$ cat src/hw/rtl/assert_macros.svh
// assertion helpers for the rtl
`ifndef ASSERT_MACROS_SVH
`define ASSERT_MACROS_SVH

`ifndef ASSERT_OFF

// same-cycle implication
`define ASSERT_IMPLIES(label, clk, rst, ante, cons) \
   label: assert property (@(posedge clk) disable iff (rst) (ante) |-> (cons)) \
      else $error("assertion failed: same-cycle implication");

// next-cycle implication
`define ASSERT_NEXT(label, clk, rst, ante, cons) \
   label: assert property (@(posedge clk) disable iff (rst) (ante) |=> (cons)) \
      else $error("assertion failed: next-cycle implication");

`else

`define ASSERT_IMPLIES(label, clk, rst, ante, cons)
`define ASSERT_NEXT(label, clk, rst, ante, cons)

`endif

`endif

$ cat src/hw/rtl/vdma_pkg.sv
package vdma_pkg;

   // item kinds
   localparam logic OP_START = 1'b0;
   localparam logic OP_STEP  = 1'b1;

   // result actions
   localparam logic [2:0] ACT_NONE  = 3'd0;
   localparam logic [2:0] ACT_DATA  = 3'd1;
   localparam logic [2:0] ACT_VRAM  = 3'd2;
   localparam logic [2:0] ACT_VSRAM = 3'd3;
   localparam logic [2:0] ACT_CRAM  = 3'd4;

   // transfer modes (0 and 1 both load)
   localparam logic [1:0] MODE_FILL = 2'd2;
   localparam logic [1:0] MODE_COPY = 2'd3;

   // fill target codes
   localparam logic [3:0] TGT_VRAM  = 4'd1;
   localparam logic [3:0] TGT_CRAM  = 4'd3;
   localparam logic [3:0] TGT_VSRAM = 4'd5;

   // register indexes
   localparam int          CSR_IDX_W   = 3;
   localparam int          CSR_DATA_W  = 22;
   localparam logic [2:0]  REG_MODE    = 3'd0;
   localparam logic [2:0]  REG_SOURCE  = 3'd1;
   localparam logic [2:0]  REG_LENGTH  = 3'd2;
   localparam logic [2:0]  REG_FILL    = 3'd3;
   localparam logic [2:0]  REG_TARGET  = 3'd4;
   localparam logic [2:0]  REG_DEST    = 3'd5;
   localparam logic [2:0]  REG_STEP    = 3'd6;

   typedef struct packed {
      logic [1:0]  dma_mode;
      logic [21:0] source_start;
      logic [15:0] length_start;
      logic [7:0]  fill_byte;
      logic [3:0]  target_code;
      logic [16:0] dest_start;
      logic [7:0]  dest_step;
   } cfg_type;

   typedef struct packed {
      logic        opcode;
      logic        hold;
      logic [15:0] read_data;
   } req_item_type;

   typedef struct packed {
      logic [2:0]  action;
      logic [16:0] write_address;
      logic [15:0] write_data;
      logic [23:0] read_address;
      logic [15:0] remaining;
      logic        pending_out;
      logic        load_active;
      logic        finished;
   } rsp_item_type;

endpackage

$ cat src/hw/rtl/vdma_csr.sv
module vdma_csr (
   input  logic                               clock,
   input  logic                               reset,
   input  logic                               csr_we,
   input  logic [vdma_pkg::CSR_IDX_W-1:0]     csr_index,
   input  logic [vdma_pkg::CSR_DATA_W-1:0]    csr_wdata,
   output vdma_pkg::cfg_type                  cfg
);
   import vdma_pkg::*;

   cfg_type cfg_ff;
   cfg_type cfg_in;

   always_comb begin
      cfg_in = cfg_ff;
      if (csr_we) begin
         case (csr_index)
            REG_MODE:   cfg_in.dma_mode     = csr_wdata[1:0];
            REG_SOURCE: cfg_in.source_start = csr_wdata[21:0];
            REG_LENGTH: cfg_in.length_start = csr_wdata[15:0];
            REG_FILL:   cfg_in.fill_byte    = csr_wdata[7:0];
            REG_TARGET: cfg_in.target_code  = csr_wdata[3:0];
            REG_DEST:   cfg_in.dest_start   = csr_wdata[16:0];
            REG_STEP:   cfg_in.dest_step    = csr_wdata[7:0];
            default:    cfg_in = cfg_ff;
         endcase
      end
   end

   always_ff @(posedge clock) begin
      if (reset) begin
         cfg_ff <= '0;
      end else begin
         cfg_ff <= cfg_in;
      end
   end

   assign cfg = cfg_ff;

endmodule

$ cat src/hw/rtl/vdma_core.sv
`include "assert_macros.svh"

module vdma_core (
   input  logic                    clock,
   input  logic                    reset,
   input  logic                    en,
   input  vdma_pkg::req_item_type  item,
   input  vdma_pkg::cfg_type       cfg,
   output vdma_pkg::rsp_item_type  result
);
   import vdma_pkg::*;

   logic [21:0] src_ff, src_in;
   logic [15:0] len_ff, len_in;
   logic [16:0] dst_ff, dst_in;
   logic        pend_ff, pend_in;
   logic        act_ff, act_in;
   logic        done;

   always_comb begin
      src_in  = src_ff;
      len_in  = len_ff;
      dst_in  = dst_ff;
      pend_in = pend_ff;
      act_in  = act_ff;
      done    = 1'b0;
      result  = '0;
      if (item.opcode == OP_START) begin
         src_in  = cfg.source_start;
         len_in  = cfg.length_start;
         dst_in  = cfg.dest_start;
         pend_in = 1'b1;
         act_in  = 1'b0;
      end else if (pend_ff && !item.hold) begin
         // source wraps inside its low 16 bits
         src_in  = {src_ff[21:16], src_ff[15:0] + 16'd1};
         len_in  = len_ff - 16'd1;
         done    = (len_in == 16'd0);
         pend_in = !done;
         if (!cfg.dma_mode[1]) begin
            act_in            = !done;
            result.action     = ACT_DATA;
            result.write_data = item.read_data;
         end else begin
            dst_in = dst_ff + {9'd0, cfg.dest_step};
            if (cfg.dma_mode == MODE_FILL) begin
               case (cfg.target_code)
                  TGT_VRAM:  result.action = ACT_VRAM;
                  TGT_VSRAM: result.action = ACT_VSRAM;
                  TGT_CRAM:  result.action = ACT_CRAM;
                  default:   result.action = ACT_NONE;
               endcase
               if (result.action != ACT_NONE) begin
                  result.write_address = dst_ff;
                  result.write_data    = {8'd0, cfg.fill_byte};
               end
            end else begin
               result.action        = ACT_VRAM;
               result.write_address = dst_ff;
               result.write_data    = {8'd0, item.read_data[7:0]};
            end
         end
      end

      if (!cfg.dma_mode[1]) begin
         result.read_address = {cfg.dma_mode[0], src_in, 1'b0};
      end else if (cfg.dma_mode == MODE_COPY) begin
         result.read_address = {2'd0, src_in};
      end else begin
         result.read_address = '0;
      end
      result.remaining   = len_in;
      result.pending_out = pend_in;
      result.load_active = act_in;
      result.finished    = done;
   end

   always_ff @(posedge clock) begin
      if (reset) begin
         src_ff  <= '0;
         len_ff  <= '0;
         dst_ff  <= '0;
         pend_ff <= 1'b0;
         act_ff  <= 1'b0;
      end else if (en) begin
         src_ff  <= src_in;
         len_ff  <= len_in;
         dst_ff  <= dst_in;
         pend_ff <= pend_in;
         act_ff  <= act_in;
      end
   end

   `ASSERT_IMPLIES(a_finish_clears, clock, reset, result.finished,
                   !result.pending_out && result.remaining == 16'd0)
   `ASSERT_NEXT(a_finish_idles, clock, reset, en && result.finished, !pend_ff)
   `ASSERT_NEXT(a_start_arms, clock, reset, en && item.opcode == OP_START,
                pend_ff && !act_ff)
   `ASSERT_NEXT(a_idle_step_holds, clock, reset,
                en && item.opcode == OP_STEP && !pend_ff,
                len_ff == $past(len_ff) && dst_ff == $past(dst_ff))

endmodule

$ cat src/hw/rtl/video_dma_load_fill_copy.sv
// an accepted item passes through the input register and then the result register
// throughput: one item per cycle while results drain, limited by the single step update of the transfer counters
// a stalled result keeps one further item parked in the input register
// reset: synchronous, active high; clears configuration registers, counters, pending and load flags,
// and both valid stages
module video_dma_load_fill_copy (
   input  logic                             clock,
   input  logic                             reset,
   // configuration write port
   input  logic                             csr_we,
   input  logic [vdma_pkg::CSR_IDX_W-1:0]   csr_index,
   input  logic [vdma_pkg::CSR_DATA_W-1:0]  csr_wdata,
   // request stream
   input  logic                             req_tvalid,
   output logic                             req_tready,
   input  logic [23:0]                      req_tdata,  // hold, read_data, zero pad
   input  logic                             req_tuser,  // opcode
   // result stream
   output logic                             rsp_tvalid,
   input  logic                             rsp_tready,
   // write_address, write_data, read_address, remaining, pending_out, load_active, zero pad
   output logic [79:0]                      rsp_tdata,
   output logic [2:0]                       rsp_tuser,  // action
   output logic                             rsp_tlast   // finished
);
   import vdma_pkg::*;

   cfg_type      cfg;
   rsp_item_type core_result;

   // input register stage
   logic         in_valid_ff, in_valid_in;
   req_item_type in_item_ff;

   // result register stage
   logic         out_valid_ff, out_valid_in;
   rsp_item_type out_item_ff;

   logic         advance;   // result register can take the next item
   logic         take_req;

   assign advance  = !out_valid_ff || rsp_tready;
   assign take_req = req_tvalid && req_tready;

   // input stage frees up whenever its item moves on
   assign req_tready = !in_valid_ff || advance;

   always_comb begin
      in_valid_in = in_valid_ff;
      if (take_req) begin
         in_valid_in = 1'b1;
      end else if (advance) begin
         in_valid_in = 1'b0;
      end
      out_valid_in = out_valid_ff;
      if (advance) begin
         out_valid_in = in_valid_ff;
      end
   end

   always_ff @(posedge clock) begin
      if (reset) begin
         in_valid_ff  <= 1'b0;
         out_valid_ff <= 1'b0;
      end else begin
         in_valid_ff  <= in_valid_in;
         out_valid_ff <= out_valid_in;
      end
   end

   // payload registers
   always_ff @(posedge clock) begin
      if (take_req) begin
         in_item_ff.opcode    <= req_tuser;
         in_item_ff.hold      <= req_tdata[0];
         in_item_ff.read_data <= req_tdata[16:1];
      end
      if (advance && in_valid_ff) begin
         out_item_ff <= core_result;
      end
   end

   vdma_csr u_csr (
      .clock     (clock),
      .reset     (reset),
      .csr_we    (csr_we),
      .csr_index (csr_index),
      .csr_wdata (csr_wdata),
      .cfg       (cfg)
   );

   // transfer state moves only when the item is handed to the result register
   vdma_core u_core (
      .clock  (clock),
      .reset  (reset),
      .en     (advance && in_valid_ff),
      .item   (in_item_ff),
      .cfg    (cfg),
      .result (core_result)
   );

   assign rsp_tvalid = out_valid_ff;
   assign rsp_tuser  = out_item_ff.action;
   assign rsp_tlast  = out_item_ff.finished;
   assign rsp_tdata  = {5'd0,
                        out_item_ff.load_active,
                        out_item_ff.pending_out,
                        out_item_ff.remaining,
                        out_item_ff.read_address,
                        out_item_ff.write_data,
                        out_item_ff.write_address};

endmodule
$ cat config.mk
export PLATFORM = sky130hd
export DESIGN_NAME = video_dma_load_fill_copy
export DESIGN_NICKNAME = d
export VERILOG_FILES = /design/src/hw/rtl/vdma_pkg.sv /design/src/hw/rtl/vdma_csr.sv /design/src/hw/rtl/vdma_core.sv /design/src/hw/rtl/video_dma_load_fill_copy.sv
export VERILOG_INCLUDE_DIRS = /design/src /design/src/hw/rtl
export SDC_FILE = /design/constraint.sdc
export NUM_CORES = 1
export LEC_CHECK = 0
export BUFFER_PORTS_ARGS = -buffer_cell sky130_fd_sc_hd__buf_2
export CORE_ASPECT_RATIO = 1.2
export CORE_UTILIZATION = 35
export DETAILED_ROUTE_END_ITERATION = 16
export SLEW_MARGIN = 20
export SYNTH_ARGS = -nofsm -noshare
export SYNTH_HDL_FRONTEND = slang
export SYNTH_SLANG_ARGS = --single-unit
$ cat constraint.sdc
create_clock -name clock -period 9.3 [get_ports clock]
set_input_delay 1.395 -clock clock [delete_from_list [all_inputs] [get_ports clock]]
set_output_delay 1.395 -clock clock [all_outputs]
set_load 0.01 [all_outputs]
Word level (Yosys, flattened, before mapping)
Cells that the tools add are included.

Flip-flop bits (word level): 233. Bits of input ports: 55. Output and inout bits: 86. Logic and storage cells: 94.

$add $sub $neg: 3. Equality and inequality tests: 13. Multiplexer cells: 25. Reductions and logical operators: 25.

Operators with widths (number): 16-bit 2-to-1 mux (4); 17-bit 2-to-1 mux (3); 22-bit 2-to-1 mux (2); 35-bit 2-to-1 mux (1); 33-bit 2-to-1 mux (1); 24-bit 2-to-1 mux (1); 2-bit AND reduction (9); 17-bit by 8-bit adder with 17-bit output (1); 16-bit by 1-bit adder with 16-bit output (second input constant) (1); 16-bit logical NOT (1); 16-bit by 1-bit subtractor with 16-bit output (second input constant) (1); 3-bit 2-to-1 mux (4); 3-bit == test (second input constant) (3); 3-bit case mux with 3 select lines (1); 1-bit 2-to-1 mux (8); 3-bit by 2-bit == test with 1-bit output (second input constant) (2); 3-bit AND reduction (2); 2-bit == test (second input constant) (2); 4-bit by 1-bit == test with 1-bit output (second input constant) (1); 4-bit by 2-bit == test with 1-bit output (second input constant) (1); 4-bit by 3-bit == test with 1-bit output (second input constant) (1); 1-bit logical NOT (4); 2-bit by 1-bit != test with 1-bit output (second input constant) (2); 4-bit AND reduction (1); 6 further kinds (9).

Longest topological paths before layout
Depth in word-level cells: 10. Mapped depth: 9. Gate-level depth less buffers: 9.

By module
Synthesis repeated with hierarchy kept, for this count alone.

Cell total of the unflattened synthesis: 1026. Area total of the unflattened synthesis: 10797.9 sq um.

Modules (own cells, without submodules): vdma_core (times used 1, cells each 627, area each 4554.4 sq um, sequential area each 1141.1 sq um); vdma_csr (times used 1, cells each 286, area each 3185.6 sq um, sequential area each 1541.5 sq um); video_dma_load_fill_copy (times used 1, cells each 113, area each 3057.9 sq um, sequential area each 2952.8 sq um).

Least setup slack after synthesis
No wires, ideal clock.

Path type: input port to flip-flop. From: in rsp_tready. To: reg out_item_ff, in the netlist rsp_tdata[0] (enable). Library setup time: 0.474 ns. Data arrival time: 4.546 ns. Data required time: 8.826 ns. Slack: 4.280 ns. Stages on the path: 6. Buffers on the path: 3. Path through: nor2b_1 -> nand2b_1 -> clkbuf_1 -> inv_1 -> clkbuf_1 -> buf_1.

Longest elaborated chain between the ends: 2.

RTL lines: start, declared (line video_dma_load_fill_copy.sv:20) `input logic rsp_tready,`; 1-bit logical OR (line video_dma_load_fill_copy.sv:42) `assign advance = !out_valid_ff || rsp_tready;`; 1-bit logical AND; via u_core.en (line vdma_core.sv:6) `input logic en,`; end signal, assigned (line video_dma_load_fill_copy.sv:79) `out_item_ff <= core_result;`; end, declared (line video_dma_load_fill_copy.sv:37) `rsp_item_type out_item_ff;`.

The timed path passes the listed nets, and every way through them passes these cells. A chain may end at the register's enable or synchronous reset.

Worst setup path in the final report
From: in rsp_tready. To: reg u_core.len_ff[11].

Longest elaborated chain between the ends: 2.

RTL lines: 1-bit logical OR (line video_dma_load_fill_copy.sv:42); 1-bit logical AND (line video_dma_load_fill_copy.sv:96) `.en (advance && in_valid_ff),`; end signal, assigned (line vdma_core.sv:87) `len_ff <= len_in;`; end, declared (line vdma_core.sv:14) `logic [15:0] len_ff, len_in;`.

No other way between the ends.

==> tab_implementation.tex <==
\begin{tabular}{lr}
\hline
Metric & Value \\
\hline
\multicolumn{2}{l}{\textbf{Clock network}} \\
\quad Hold\_buf cts & 0 \\
\quad Clock tree from TritonCTS & done \\
\quad Clock-pin slew on the worst setup and hold paths & 0.06 ns \\
\quad Number of gates given a new drive strength after cts & 0 \\
\quad Clk Tree Root Cell & clkbuf\_16 \\
\quad Worst-Skew Late Latency & around 0.54 ns \\
\quad CTS sink cnt & around 230 \\
\quad CTS buffer count & 25 \\
\quad CTS H-tree depth & 1 \\
\quad Post-CTS repair timing setup buffer count & 0 \\
\quad Deepest clock path buffer count & 3 \\
\multicolumn{2}{l}{\textbf{STA}} \\
\quad Worst relative slew slack & 30.52\% \\
\quad Number of endpoints failing setup at the final stage & 0 \\
\quad Max frequency & 270.9 MHz \\
\quad Post-Route Setup TNS & 0 ns \\
\quad Final Max Tran Viols & 0 \\
\quad Final critical-path share of the clock period & around two fifths \\
\quad Slew @ Worst Pin & between 1 and 1.5 ns \\
\quad Final setup slack of the worst path & about 5.6 ns \\
\quad Final worst clock skew & approximately 0.030 ns \\
\quad Worst-case hold slack & $\sim$0.45 ns \\
\quad Final count of hold timing violations & 0 \\
\quad RSZ-0062 raised after global routing & false \\
\quad Time the final worst path needs with I/O delays and setup & 3.691 ns \\
\multicolumn{2}{l}{\textbf{Route}} \\
\quad Number of detailed-routing iterations run before antenna repair & 5 \\
\quad Wire length after detailed routing & around 28,000 um \\
\quad Number of nets with antenna violations after routing & 0 \\
\quad Initial drt markers & 531 \\
\quad Number of remaining DRC errors & 0 \\
\quad Vias per std cell & $\sim$5.2 \\
\quad Number of vias after detailed routing & around 8,400 \\
\quad Average wire per standard cell & 17.16 um \\
\multicolumn{2}{l}{\textbf{Critical path}} \\
\quad Endpoint type of the worst setup path & register \\
\quad Endpoint arrival time on the critical path & 4.15 ns \\
\quad CP Data Required Time & slightly below 10 ns \\
\quad Destination of the worst register-to-register timing path & u\_core.len\_ff[11] \\
\quad Timing endpoint of the critical path & u\_core.len\_ff[11] \\
\quad R2R depth & 8 \\
\quad Startpoint-to-endpoint class of the critical path & in -> reg \\
\quad Largest fanout of any net on the critical path & $\sim$80 \\
\quad Worst Setup SP & rsp\_tready \\
\quad Slack of the worst reg-to-reg path & 6.16 ns \\
\quad Critical path startpoint category & input port \\
\quad Reg-to-reg critical path startpoint & rsp\_tvalid \\
\multicolumn{2}{l}{\textbf{Floorplanning}} \\
\quad Placeable Area & 28,930 um\^{}2 \\
\quad Initial Util & approximately 36\% \\
\quad Die outline area & approximately 30,000 um\^{}2 \\
\quad Width of the die & between 150 and 200 um \\
\quad Number of top-level pins & 141 \\
\quad Row Count & 68 \\
\quad Die Y & 190.6 um \\
\multicolumn{2}{l}{\textbf{Place}} \\
\quad Routability cong. & between 0.8 and 0.9 \\
\quad Cell area after placement & between 10,000 and 15,000 um\^{}2 \\
\quad Number of buffers inserted by port buffering & between 100 and 150 \\
\quad Placed wire-length estimate after detailed placement & roughly 18,000 um \\
\quad Placement Setup Slack & $\sim$5.0 ns \\
\multicolumn{2}{l}{\textbf{Logic synthesis}} \\
\quad Most used standard cells in the synthesized netlist & nand2\_1 (219), dfxtp\_1 (136), a21oi\_1 (121) \\
\quad Total standard cell area after synthesis & between 10,000 and 15,000 um\^{}2 \\
\quad EDFF count, synth & between 90 and 100 \\
\quad Post-synthesis share of cell area spent on full adders, half adders and majority gates & under 10\% \\
\quad Dominant cell by count in the synthesized netlist & nand2\_1 \\
\quad Commonest register cell after synthesis & dfxtp\_1 \\
\quad Synthesized-area fraction occupied by ao, oa, aoi and oai cells & 15.97\% \\
\quad Mapped Cells & roughly 1,100 \\
\quad Total of warnings raised by yosys & 0 \\
\quad Flop and latch count out of synthesis & 233 \\
\quad Dominant cell type by area after synthesis & edfxtp\_1 \\
\quad Main combinational cell family by area after synthesis & simple AND/OR/NAND/NOR gates \\
\quad Async SR Flop Fraction & 0\% \\
\quad Post-synthesis share of cell area spent on and, or, nand and nor gates & about a fifth \\
\quad Cell types with the largest area share after synthesis & edfxtp\_1 (28\%), dfxtp\_1 (26\%), nand2\_1 (7.9\%) \\
\quad Sequential area share after synthesis & 54.32\% \\
\quad Xor-xnor portion of the synthesized cell area & approximately 2.3\% \\
\quad Mux share of post-synthesis cell area & under 10\% \\
\quad Share of the synthesized area in the top cell type & between 20\% and 30\% \\
\quad Unique masters post-synth & 70 \\
\quad Synth Area per Inst & around 9.4 um\^{}2 \\
\multicolumn{2}{l}{\textbf{Pwr}} \\
\quad Proportion of power drawn by combinational gates & 7.3\% \\
\quad Clock network fraction of total power & between 40\% and 50\% \\
\quad Sequential fraction of design power & between 40\% and 50\% \\
\quad VDD IR max & roughly 120 uV \\
\quad Sw Share & a little under a quarter \\
\quad Power density over the cells & 193.2 nW/um\^{}2 \\
\quad Power dissipated by switching net loads & around 0.00055 W \\
\quad P\_leak & between 4 and 5 nW \\
\quad Internal portion of total power & roughly 0.0018 W \\
\multicolumn{2}{l}{\textbf{Global routing}} \\
\quad Largest net degree at the start of global routing & 85 \\
\quad Number of global-route vias before repair & between 7,000 and 8,000 \\
\quad First-pass GRT wire length & about 43,000 um \\
\quad Total grt overflow & 0 \\
\quad Global routing usage summed across all routing layers & 17.90\% \\
\quad Antenna violations before repair & 2 \\
\multicolumn{2}{l}{\textbf{Final layout}} \\
\quad Finished layout cell area & $\sim$12,000 um\^{}2 \\
\quad Layout Area Growth over Synthesis & 17.65\% \\
\quad Final design utilization & approximately 42\% \\
\quad Proportion of layout cells with a drive suffix above 1 & between 10\% and 20\% \\
\quad Fill cell total of the finished layout & between 2,000 and 3,000 \\
\quad Nets & roughly 1,300 \\
\multicolumn{2}{l}{\textbf{Hold path}} \\
\quad Worst min-delay path class & reg -> reg \\
\multicolumn{2}{l}{\textbf{Run status}} \\
\quad Status & complete, no violations \\
\multicolumn{2}{l}{\textbf{Job}} \\
\quad Max Cap Violations & 0 \\
\hline
\end{tabular}
cells by family (layout without fill, tap and decap cells):
group	after synthesis	after routing
AO/OA/AOI/OAI	274	274
XOR/XNOR	27	27
adder cells (fa/ha/maj)	12	12
buffers and inverters	85	199
flip-flops	233	233
multiplexers	25	25
other	1	7
AND/OR/NAND/NOR	446	446
area by class of cell:
| type | count | area [um^2] | area share, % |
|---|---|---|---|
| sequential | 233 | 5635 | 46.18 |
| tap | 385 | 481.7 | 3.947 |
| clock inverter | 9 | 137.6 | 1.128 |
| inverter | 14 | 55.05 | 0.4511 |
| timing repair buffer | 140 | 733.2 | 6.008 |
| antenna | 2 | 5.005 | 0.04101 |
| clock buffer | 36 | 750.7 | 6.151 |
| multi-input combinational | 789 | 4405 | 36.10 |
how the worst min path moves through the flow:
stage                        startpoint             to  cells past startpoint
after floorplan           u_csr.cfg[66]  u_csr.cfg[66]                      2
after global placement    u_csr.cfg[15]  u_csr.cfg[15]                      2
after detailed placement  u_csr.cfg[15]  u_csr.cfg[15]                      2
after CTS                 u_csr.cfg[15]  u_csr.cfg[15]                      2
after global routing      u_csr.cfg[15]  u_csr.cfg[15]                      2
final                     u_csr.cfg[15]  u_csr.cfg[15]                      2
layout by cell type, fill, tap and decap left out, types with 12 or more instances in the layout:
| master | netlist | final |
|---|---|---|
| a211oi_1 | 14 | 14 |
| edfxtp_1 | 97 | 97 |
| nor2_1 | 76 | 75 |
| o21ai_0 | 44 | 44 |
| buf_4 | 6 | 13 |
| xnor2_1 | 19 | 19 |
| inv_1 | 14 | 13 |
| nand3_1 | 21 | 21 |
| clkbuf_16 | 0 | 28 |
| and2_1 | 30 | 30 |
| buf_2 | 1 | 127 |
| a21oi_1 | 121 | 121 |
| nor2b_1 | 12 | 12 |
| mux2i_1 | 23 | 23 |
| dfxtp_1 | 136 | 136 |
| o22ai_1 | 22 | 22 |
| nor3_1 | 15 | 15 |
| nand2_1 | 219 | 219 |
| a22oi_1 | 16 | 16 |
per-stage QoR:
step	total power, W	std cells
finish	0.002358	1608
CTS	0.002382	1606
detailed placement	0.001311	1561
global route	0.002445	1608
global placement	0.001309	1561
floorplan	0.001246	1107
power groups by stage:
stage	Combinational [W]	Clock [W]	Sequential, W
floorplan	0.000104	0	0.00114
CTS	0.000173	0.00109	0.00112
finish	0.000172	0.00107	0.00112
global route	0.000189	0.00114	0.00112
global placement	0.000171	0	0.00114
detailed placement	0.000172	0	0.00114
metal layers:
layer	track usage, %	vias up	share of wire (%)	routed length, um
met3	2.566	52	5.2	1442
met5	0	-	0	0
met4	7.286	0	3.5	960
met2	30.58	243	48	13270
li1	-	4129	-	-
met1	22.74	4016	43	11920
flip-flops by register name, indices dropped and copies added, names as in the netlist, 3 cells and up:
| signal | count |
|---|---|
| u_core.len_ff | 16 |
| u_csr.cfg | 77 |
| u_core.src_ff | 22 |
| rsp_tuser | 3 |
| rsp_tdata | 75 |
| u_core.dst_ff | 17 |
| in_item_ff | 18 |
worst max-delay path, cell delays in order:
cell and delay, ns:
buf_2 0.07, nor2b_1 0.06, nand2b_1 0.14, buf_4 0.27, inv_4 0.43, buf_4 0.80, nand2_1 0.46, a211oi_1 0.30
a31o_2 0.14
Power figures use the tool's default switching activity.
